File: src/sv/mzuf_pkg.sv
// ----------------------------------------------------------------------------
// mzuf_pkg: shared types and constants for the maze wall opener
// Field widths, controller states, datapath operations and status bundle.
// ----------------------------------------------------------------------------
package mzuf_pkg;

    localparam int MAX_SIDE_DEF = 32;

    localparam int ROW_W       = 5;
    localparam int COL_W       = 5;
    localparam int SIDE_W      = 6;
    localparam int OUTC_W      = 2;
    localparam int SETS_W      = 11;
    localparam int IN_TDATA_W  = 16;
    localparam int OUT_TDATA_W = 16;

    localparam logic [SIDE_W-1:0] SIDE_RESET = SIDE_W'(5);

    typedef enum logic [OUTC_W-1:0] {
        OUTC_BOUNDARY  = 2'd0,
        OUTC_CONNECTED = 2'd1,
        OUTC_MERGED    = 2'd2
    } outcome_t;

    typedef enum logic [2:0] {
        ST_CLEAR,
        ST_IDLE,
        ST_SEEK1,
        ST_WALK1,
        ST_WALK2,
        ST_FINISH
    } state_t;

    typedef enum logic [2:0] {
        OP_NOP,
        OP_CLEAR,
        OP_LOAD,
        OP_SEEK1,
        OP_FOLLOW,
        OP_SEEK2,
        OP_CLOSE,
        OP_EMIT
    } dp_op_t;

    typedef struct packed {
        logic clear_last;   // clearing sweep at last entry
        logic item_ok;      // offered item names an interior wall
        logic link_zero;    // registered parent read is a root mark
    } dp_status_t;

endpackage

File: src/sv/mzuf_ctrl.sv
// ----------------------------------------------------------------------------
// mzuf_ctrl: sequencer for clearing, root walks, linking and result handoff
// Issues one datapath operation per cycle and owns both handshakes.
// ----------------------------------------------------------------------------
module mzuf_ctrl (
    input  logic                  clk,
    input  logic                  rst_n,
    input  logic                  s_tvalid,
    output logic                  s_tready,
    output logic                  m_tvalid,
    input  logic                  m_tready,
    input  mzuf_pkg::dp_status_t  status,
    output mzuf_pkg::dp_op_t      op
);
    import mzuf_pkg::*;

    state_t state_reg;
    state_t state_next;
    logic   m_tvalid_reg;
    logic   m_tvalid_next;

    always_ff @(posedge clk or negedge rst_n)
    begin
        if (!rst_n)
        begin
            state_reg    <= ST_CLEAR;
            m_tvalid_reg <= 1'b0;
        end
        else
        begin
            state_reg    <= state_next;
            m_tvalid_reg <= m_tvalid_next;
        end
    end

    always_comb
    begin
        state_next    = state_reg;
        op            = OP_NOP;
        s_tready      = 1'b0;
        m_tvalid_next = m_tready ? 1'b0 : m_tvalid_reg;
        unique case (state_reg)
            ST_CLEAR:
            begin
                op = OP_CLEAR;
                if (status.clear_last)
                begin
                    state_next = ST_IDLE;
                end
            end
            ST_IDLE:
            begin
                s_tready = 1'b1;
                if (s_tvalid)
                begin
                    op         = OP_LOAD;
                    state_next = status.item_ok ? ST_SEEK1 : ST_FINISH;
                end
            end
            ST_SEEK1:
            begin
                op         = OP_SEEK1;
                state_next = ST_WALK1;
            end
            ST_WALK1:
            begin
                if (status.link_zero)
                begin
                    op         = OP_SEEK2;
                    state_next = ST_WALK2;
                end
                else
                begin
                    op = OP_FOLLOW;
                end
            end
            ST_WALK2:
            begin
                if (status.link_zero)
                begin
                    op         = OP_CLOSE;
                    state_next = ST_FINISH;
                end
                else
                begin
                    op = OP_FOLLOW;
                end
            end
            ST_FINISH:
            begin
                if (!m_tvalid_reg || m_tready)
                begin
                    op            = OP_EMIT;
                    m_tvalid_next = 1'b1;
                    state_next    = ST_IDLE;
                end
            end
            default:
            begin
                state_next = ST_IDLE;
            end
        endcase
    end

    assign m_tvalid = m_tvalid_reg;

endmodule

File: config.mk
export PLATFORM = sky130hd
export DESIGN_NAME = mzuf_ctrl
export DESIGN_NICKNAME = d
export VERILOG_FILES = /design/src/sv/mzuf_pkg.sv /design/src/sv/mzuf_ctrl.sv
export SDC_FILE = /design/constraint.sdc
export NUM_CORES = 1
export LEC_CHECK = 0
export BUFFER_PORTS_ARGS = -buffer_cell sky130_fd_sc_hd__buf_4
export CAP_MARGIN = 30
export CORE_AREA = 2 2 39 41
export CTS_CLUSTER_SIZE = 16
export DETAILED_ROUTE_END_ITERATION = 10
export DIE_AREA = 0 0 41 43
export PLACE_DENSITY_LB_ADDON = 0.12
export SYNTH_ARGS = -nofsm -noshare
export SYNTH_HDL_FRONTEND = slang
export SYNTH_SLANG_ARGS = --single-unit
File: constraint.sdc
create_clock -name clk -period 2.6 [get_ports clk]
set_input_delay 0 -clock clk [delete_from_list [all_inputs] [get_ports clk]]
set_output_delay 0 -clock clk [all_outputs]
set_load 0.02 [all_outputs]
==> summary.md, run 1 <==
Buffers inserted to repair hold after CTS numbered 2. The run gives 3 as the total clock buffers created by CTS. The clock passes through at most 2 buffers.

The floorplan step set the die width to 41 um. Class of the worst hold path: input port to async pin. Subtracting the final worst setup slack from the clock period gives 1590 ps. During synthesis, Yosys emitted a total of 0 warnings. The flop-to-flop setup slack is 1480 ps. TritonCTS built the clock tree. The critical path class was register to primary output.

Synthesis produced 35 cells. Dividing the synthesized area by the synthesized cell count gives 8.62 um2. The master cell of the clock root buffer was sky130_fd_sc_hd__clkbuf_4.

The cell area that synthesis handed to floorplanning was 302 um2. The largest single stage delay on the critical path is 500 ps. The timing startpoint of the critical path is state_reg[1]. Along the worst path, the maximum fanout reaches 14. The overall global routing resource usage is 0.0964. The launching element type of the critical path was a register.

For the sum of negative setup slack, the log shows 0 ps. In this run the critical register-to-register path is launched from state_reg[1]. The flow ran to the end, and the final reports show no timing, DRC or antenna violations. Once the clock tree was built, the resizer swapped 0 gates to a different size. The pin count of the biggest net entering global routing is 15, and the max-slew violation total from the final report is 0.

The number of port buffers was 11. At the worst endpoint, the required time is 2600 ps. The tools report the end of the worst register-to-register path as state_reg[2]. The clock sink count is 4. Setup violations remaining at the end of the flow were counted as 0. In this run the static leakage power is 0.182 nW. The tools report the H-tree depth as 1.

From synthesis to final layout, the design area changed by 40.2%. Summed over all layers, the global routing overflow is 0. In the final routed layout, each cell accounts on average for 11.5 um.

The tools report the starting density of the core as 0.218. The tools report the number of antenna violations at the first check in global routing as 0. Clock-pin slew was measured on the worst setup and hold paths at 40 ps.

Across the run, the number of max-cap violations was 0. The share of the cycle needed by the critical path after routing is 0.613, and the timing-limited maximum frequency is 627 MHz. Once detail routing completed, the nets flagged for antenna violations numbered 0.

The most critical setup path has its endpoint at op[0]. At the pin with the least slew margin, the transition time is 368 ps. The congestion estimate from routability-driven global placement came to 0.774. The per-cell via count in the routed design works out to 4.94. Walking the worst path, the cells encountered are nand2b_1 > or3b_1 > o21ai_0 > buf_4. Sequential cell area fraction in the yosys report: 0.332. The chip height was 43 um. Relative slew slack: 0.755. The total count of hold-check failures in the final report came out at 0. For this design, the slowest cell found on the critical path is sky130_fd_sc_hd__dfrtp_1. Clock skew on the completed layout was measured at 3.05 ps.

Before antenna repair, the detailed router went through 4 iterations. The estimated wirelength of the detail-placed design came out at 557 um. Once layout is complete, the cells apart from fillers number 64. In this run, synthesis produced a sequential element count of 4. The detailed router finished its first iteration with 4 violations. For this run, design rule violations remaining after detail routing come to 0.

Including well taps, the total number of placed cells is 59. Via count: 316. The placeable core region is 1380 um2, and the total power per unit cell area is 1200 nW/um2. STA classifies the critical path endpoint as a primary output. The first global-routing pass estimated 1180 um of wire.

The floorplan has 14 rows. The number of cells on the worst reg-to-reg path is 3. For this design the top-level I/O count stands at 12. At the end of the flow, the number of nets in the layout was 57.

Ratio of cells with drive above 1 in the final layout: 0.375. The number of global-route vias before repair is 283, and the diode insertion count for antenna repair is 0. Setup repair after global routing left no endpoint under its margin. The tools report the maximum vdd drop as 0.435 mV. The die covers 1760 um2. In this run the post-CTS setup repair buffer count came out at 0. The flip-flop count of the largest register after layout was 3; the endpoint arrival time on the critical path was 1590 ps.

Counting every net in the synthesized netlist gives 42. The routed design has 737 um of wire. The later-pin clock latency in the skew report came out at 230 ps. Counting distinct cell types in the post-synthesis netlist gives 23.
-- synthesized netlist by cell type --
library cell	number	area, um2
sky130_fd_sc_hd__a211o_2	1	10.0
sky130_fd_sc_hd__a21oi_1	4	20.0
sky130_fd_sc_hd__a311o_1	1	10.0
sky130_fd_sc_hd__a311oi_1	1	8.76
sky130_fd_sc_hd__a31oi_1	2	12.5
sky130_fd_sc_hd__and4bb_2	1	12.5
sky130_fd_sc_hd__buf_2	1	5.00
sky130_fd_sc_hd__buf_4	1	7.51
sky130_fd_sc_hd__buf_6	1	11.3
sky130_fd_sc_hd__dfrtp_1	4	100
sky130_fd_sc_hd__inv_1	1	3.75
sky130_fd_sc_hd__inv_2	1	3.75
sky130_fd_sc_hd__mux2i_1	1	10.0
sky130_fd_sc_hd__nand2_1	1	3.75
sky130_fd_sc_hd__nand2b_1	2	12.5
sky130_fd_sc_hd__nand3_1	1	5.00
sky130_fd_sc_hd__nor2_1	1	3.75
sky130_fd_sc_hd__nor2_2	1	6.26
sky130_fd_sc_hd__nor3b_1	1	7.51
sky130_fd_sc_hd__nor4_1	1	6.26
sky130_fd_sc_hd__o21ai_0	5	25.0
sky130_fd_sc_hd__o31ai_1	1	7.51
sky130_fd_sc_hd__or3b_1	1	8.76
-- worst min-delay path by stage --
stage,slack [ps],cells past startpoint,startpoint,end
global placement,-200,1,rst_n,m_tvalid
global route,100,2,rst_n,m_tvalid
detailed placement,-200,1,rst_n,m_tvalid
floorplan,-300,0,rst_n,m_tvalid
finish,100,2,rst_n,state_reg[1]
CTS,90,2,rst_n,state_reg[1]
-- report_power, final --
| group | switching, mW | internal, mW |
|---|---|---|
| clock | 0.0252 | 0.0516 |
| sequential | 0.0607 | 0.0897 |
| combinational | 0.151 | 0.129 |
-- worst max-delay path, delay by kind of cell, from the launching register on --
family / cells / cell delay [ps]
AO/OA/AOI/OAI: 1 / 80
buffers and inverters: 1 / 170
flip-flops: 1 / 500
AND/OR/NAND/NOR: 2 / 610
-- area by class of cell --
| cell class | instances | area, um2 |
|---|---|---|
| clock buffer | 3 | 22.5 |
| fill | 150 | 961 |
| inverter | 2 | 7.51 |
| multi-input combinational | 26 | 170 |
| sequential | 4 | 100 |
| tap | 16 | 20.0 |
| timing repair buffer | 13 | 103 |
-- metrics by stage --
step	setup slack [ps]	hold WS, ps	total power, mW	util	cell area (um2)
finish	1010	100	0.507	0.306	423
floorplan	1440	-296	0.341	-	302
CTS	987	91.9	0.517	0.306	423
detailed placement	1260	-199	0.432	0.275	380
global placement	1270	-204	0.426	0.275	380
global route	863	95.4	0.556	0.306	423
-- cells in the final DEF, fill, tap and decap left out --
cell / synthesis / routed
sky130_fd_sc_hd__buf_4: 1 / 11
sky130_fd_sc_hd__o21ai_0: 5 / 5
sky130_fd_sc_hd__a21oi_1: 4 / 4
sky130_fd_sc_hd__dfrtp_1: 4 / 4
sky130_fd_sc_hd__clkbuf_4: 0 / 3
sky130_fd_sc_hd__nand2b_1: 2 / 2
sky130_fd_sc_hd__a31oi_1: 2 / 2
sky130_fd_sc_hd__dlygate4sd3_1: 0 / 2
sky130_fd_sc_hd__nor2_1: 1 / 1
sky130_fd_sc_hd__mux2i_1: 1 / 1
sky130_fd_sc_hd__inv_1: 1 / 1
sky130_fd_sc_hd__inv_2: 1 / 1
sky130_fd_sc_hd__and4bb_2: 1 / 1
sky130_fd_sc_hd__nand3_1: 1 / 1
sky130_fd_sc_hd__or3b_1: 1 / 1
sky130_fd_sc_hd__nor2_2: 1 / 1
sky130_fd_sc_hd__a311o_1: 1 / 1
sky130_fd_sc_hd__nand2_1: 1 / 1
sky130_fd_sc_hd__nor4_1: 1 / 1
sky130_fd_sc_hd__nor3b_1: 1 / 1
sky130_fd_sc_hd__a211o_2: 1 / 1
sky130_fd_sc_hd__o31ai_1: 1 / 1
sky130_fd_sc_hd__a311oi_1: 1 / 1
-- metal layers --
metal,vias to the layer above,track usage,share of wire
met5,-,0,0
met4,0,0.0600,0
met3,0,0,0.054
met2,9,0.128,0.49
met1,148,0.148,0.45
li1,159,-,-
-- cells by family after synthesis --
logic type	share of synthesized area
compound gates	0.311
simple gates	0.220
buf+inv	0.104
flops	0.332
mux	0.0332
Note: power is estimated with default switching activity, not from simulation.
==> run 2: changes to the inputs <==
==> constraint.sdc (replaced) <==
create_clock -name clk -period 1.31 [get_ports clk]
set_input_delay 0 -clock clk [delete_from_list [all_inputs] [get_ports clk]]
set_output_delay 0 -clock clk [all_outputs]
set_load 0.02 [all_outputs]
==> run 2 against run 1 <==
  * The flow now finishes with violations (setup timing)
  * Power grew to 2.5 times the previous value
  * Hold slack lost 21 ps
  * Global-route usage grew 2.7 points
  * Sequential power grew 67%
  * Clock skew grew 0.86 ps
  * Cell count grew 16%
  * Sequential cell count is the same
  * Combinational power grew to 3.1 times the previous value
  * Design area grew 22%
  * First-iteration DRC count grew to 2.5 times the previous value
  * Utilization grew 6.6 points
  * Largest power group unchanged
  * Highest routed layer is now met4
==> summary.md, run 2 (synthesized netlist as in run 1, its figures left out) <==
For the H-tree depth, the log shows 1 (unchanged). The logs give 0.883 (+14%) for the final weighted congestion in routability-driven placement and 348 (+23%) for the number of global-route vias before repair. The tools report the leakage power figure as 0.240 nW (+32%). The biggest fanout along the worst timing path was 4 (-10); the overall global routing resource usage was 0.124 (+0.0275). Setup repair after global routing could not meet its margin everywhere.

The count of maximum capacitance violations is 0 (unchanged), and the count of fill cells added during filler insertion is 145 (-3.3%). The tools report the first-pass iteration count of the detailed router as 4 (unchanged). The worst clock skew on the final layout was 3.91 ps (+0.859 ps); the later-pin clock latency in the skew report was 250 ps (+20 ps).

The number of port buffers was 11 (unchanged). In this run the worst hold path is classified as input port to async pin. Critical path class: register to primary output.

The relative slew slack was 0.833 (+0.0784); the ratio of cells with drive above 1 in the final layout was 0.534 (+0.159). The maximum vdd drop came out at 0.882 mV (+100%). The per-cell via count in the routed design is 4.95 (+0.17%), and the number of cell rows is 14 (unchanged). The logs give 1760 um2 (unchanged) for the die area and 0 (unchanged) for the max-slew violation total from the final report.

The run gives 12 (unchanged) as the number of placed I/O pins. The chip height is 43 um (unchanged). For the register area, the log shows 101 um2 (+1.2%).

The final routed wire length divided by cell count is 11.7 um (+1.6%). The master cell of the clock root buffer was sky130_fd_sc_hd__clkbuf_4. The clock-pin slew on the worst setup and hold paths was 40 ps (about the same); the starting density of the core was 0.218 (unchanged). Leaving out fill and tap cells, the most frequent cell in the layout is sky130_fd_sc_hd__buf_4.

The via count was 366 (+16%). The area of the multi-input gates was 185 um2 (+8.8%); the total count of hold-check failures in the final report was 0 (unchanged). STA classifies the critical path endpoint as a primary output. The tools report the endpoint arrival time on the critical path as 1380 ps (-210 ps). The DRC violations left is 0 (unchanged). The smallest clock period supported by the final layout is computed as 1380 ps. The worst-margin pin slew is 248 ps (-120 ps), and the sum of negative setup slack is -84.3 ps (-84.3 ps). The launching element type of the critical path was a register. The final worst hold slack came out at 79.2 ps (-20.9 ps). The x dimension of the die came out at 41 um (unchanged). Final worst slack: -73.2 ps (-1080 ps). The run gives 75.8 ps (-1190 ps) as the worst-case setup slack after placement. The data required time of the critical path was 1310 ps (-1290 ps); the total power per unit cell area was 2510 nW/um2 (+110%). The flow ran to the end, but the final reports show violations. For this run, the top clock speed supported by timing is 723 MHz.

The aggregate routed wire length is 866 um (+18%). In the layout the commonest cells are sky130_fd_sc_hd__buf_4 (21), sky130_fd_sc_hd__a21oi_1 (4), sky130_fd_sc_hd__o21ai_0 (3), sky130_fd_sc_hd__clkbuf_4 (3), sky130_fd_sc_hd__dfrtp_1 (3). For the remaining antenna violation count after routing, the log shows 0 (unchanged).

The area of all placed cells without fillers was 514 um2 (+22%). Walking the worst path, the cells encountered are nand2b_4 > or3b_1 > o21ai_1 > buf_4. The kind of cell adding the most delay to the critical path is simple AND/OR/NAND/NOR gates. The overall overflow remaining after global route is 0 (unchanged), and the flip-flop count of the largest register after layout is 3 (unchanged). The placeable core region is 1380 um2 (unchanged), and the global-route wire length before repair is 1410 um (+20%).

The buffer and inverter count on the worst path is 1 (unchanged), and the pin count of the biggest net entering global routing is 7 (-8). The logs give 2 (unchanged) for the maximum root-to-sink buffer count and 0 (unchanged) for the number of antenna violations at the first check in global routing. The share of the cycle needed by the critical path after routing was 1.06. The checks that failed: setup timing. The area growth from synthesis to layout is 70.5%. Delay contributed by the slowest stage of the critical path: 410 ps (-90 ps). The total clock buffers created by CTS is 3 (unchanged), and the estimated wirelength of the detail-placed design is 613 um (+10%).

TritonCTS built the clock tree. The master of the slowest instance on the critical path is sky130_fd_sc_hd__dfrtp_1. The run gives 410 um2 (+7.9%) as the area of placed instances. The diode insertion count for antenna repair was 0 (unchanged). The total power consumption of the routed design is 1.29 mW (+150%), and the clock sink count is 4 (unchanged). The run gives 10 (+6) as the number of DRC markers after the initial detailed-route iteration. Final net count: 67 (+18%). The count of final setup violators is 2 (+2).
[run 2: changes by cell type in the layout (fill, tap and decap cells not counted)]
| cell | delta |
|---|---|
| sky130_fd_sc_hd__dfrtp_1 | -1 |
| sky130_fd_sc_hd__buf_4 | +10 |
| sky130_fd_sc_hd__nand2b_4 | +2 |
| sky130_fd_sc_hd__o21ai_1 | +2 |
| sky130_fd_sc_hd__o21ai_0 | -2 |
| sky130_fd_sc_hd__dfrtp_2 | +1 |
| sky130_fd_sc_hd__nand2b_1 | -2 |
[run 2: where the power goes]
| part | leakage, nW | switching (mW) | internal [mW] |
|---|---|---|---|
| Clock | 0.0138 | 0.0647 | 0.103 |
| Sequential | 0.0490 | 0.0687 | 0.182 |
| Combinational | 0.178 | 0.422 | 0.448 |
[run 2: final cells by class]
type                            count  share of cell area
Tap cell                           16              0.0389
Sequential cell                     4               0.197
Timing Repair Buffer               23               0.345
Inverter                            2              0.0146
Multi-Input combinational cell     26               0.360
Clock buffer                        3              0.0438
[run 2: layer usage]
layer,share of wire,vias up,wire length (um),track usage
met2,0.46,9,396,0.172
met1,0.45,173,390,0.140
met3,0.055,4,48,0.0419
met5,0,-,0,0
li1,-,180,-,-
met4,0.033,0,29,0.113
[run 2: stage by stage]
step,utilization,cells
detailed placement,0.297,63
global route,0.372,74
global placement,0.297,63
finish,0.372,74
CTS,0.361,73
floorplan,-,35
[run 2: path summary, 6_finish.rpt]
kind	from	to	slack, ps	depth (start not counted)
worst min register to register	m_tvalid	m_tvalid	560	2
max in group asynchronous	rst_n	state_reg[0]	1110	2
min in group clk	m_tready	m_tvalid	80	3
worst max register to register	state_reg[1]	state_reg[2]	90	5
worst min-delay path	rst_n	state_reg[1]	80	2
worst max-delay path	state_reg[1]	op[0]	-70	4
[run 2: what timing repair did]
item	CTS	global route
endpoints found under the hold margin	5	0
setup buffers	5	1
hold buffers	2	0
resized for setup	4	1
endpoints found under the setup margin	2	3
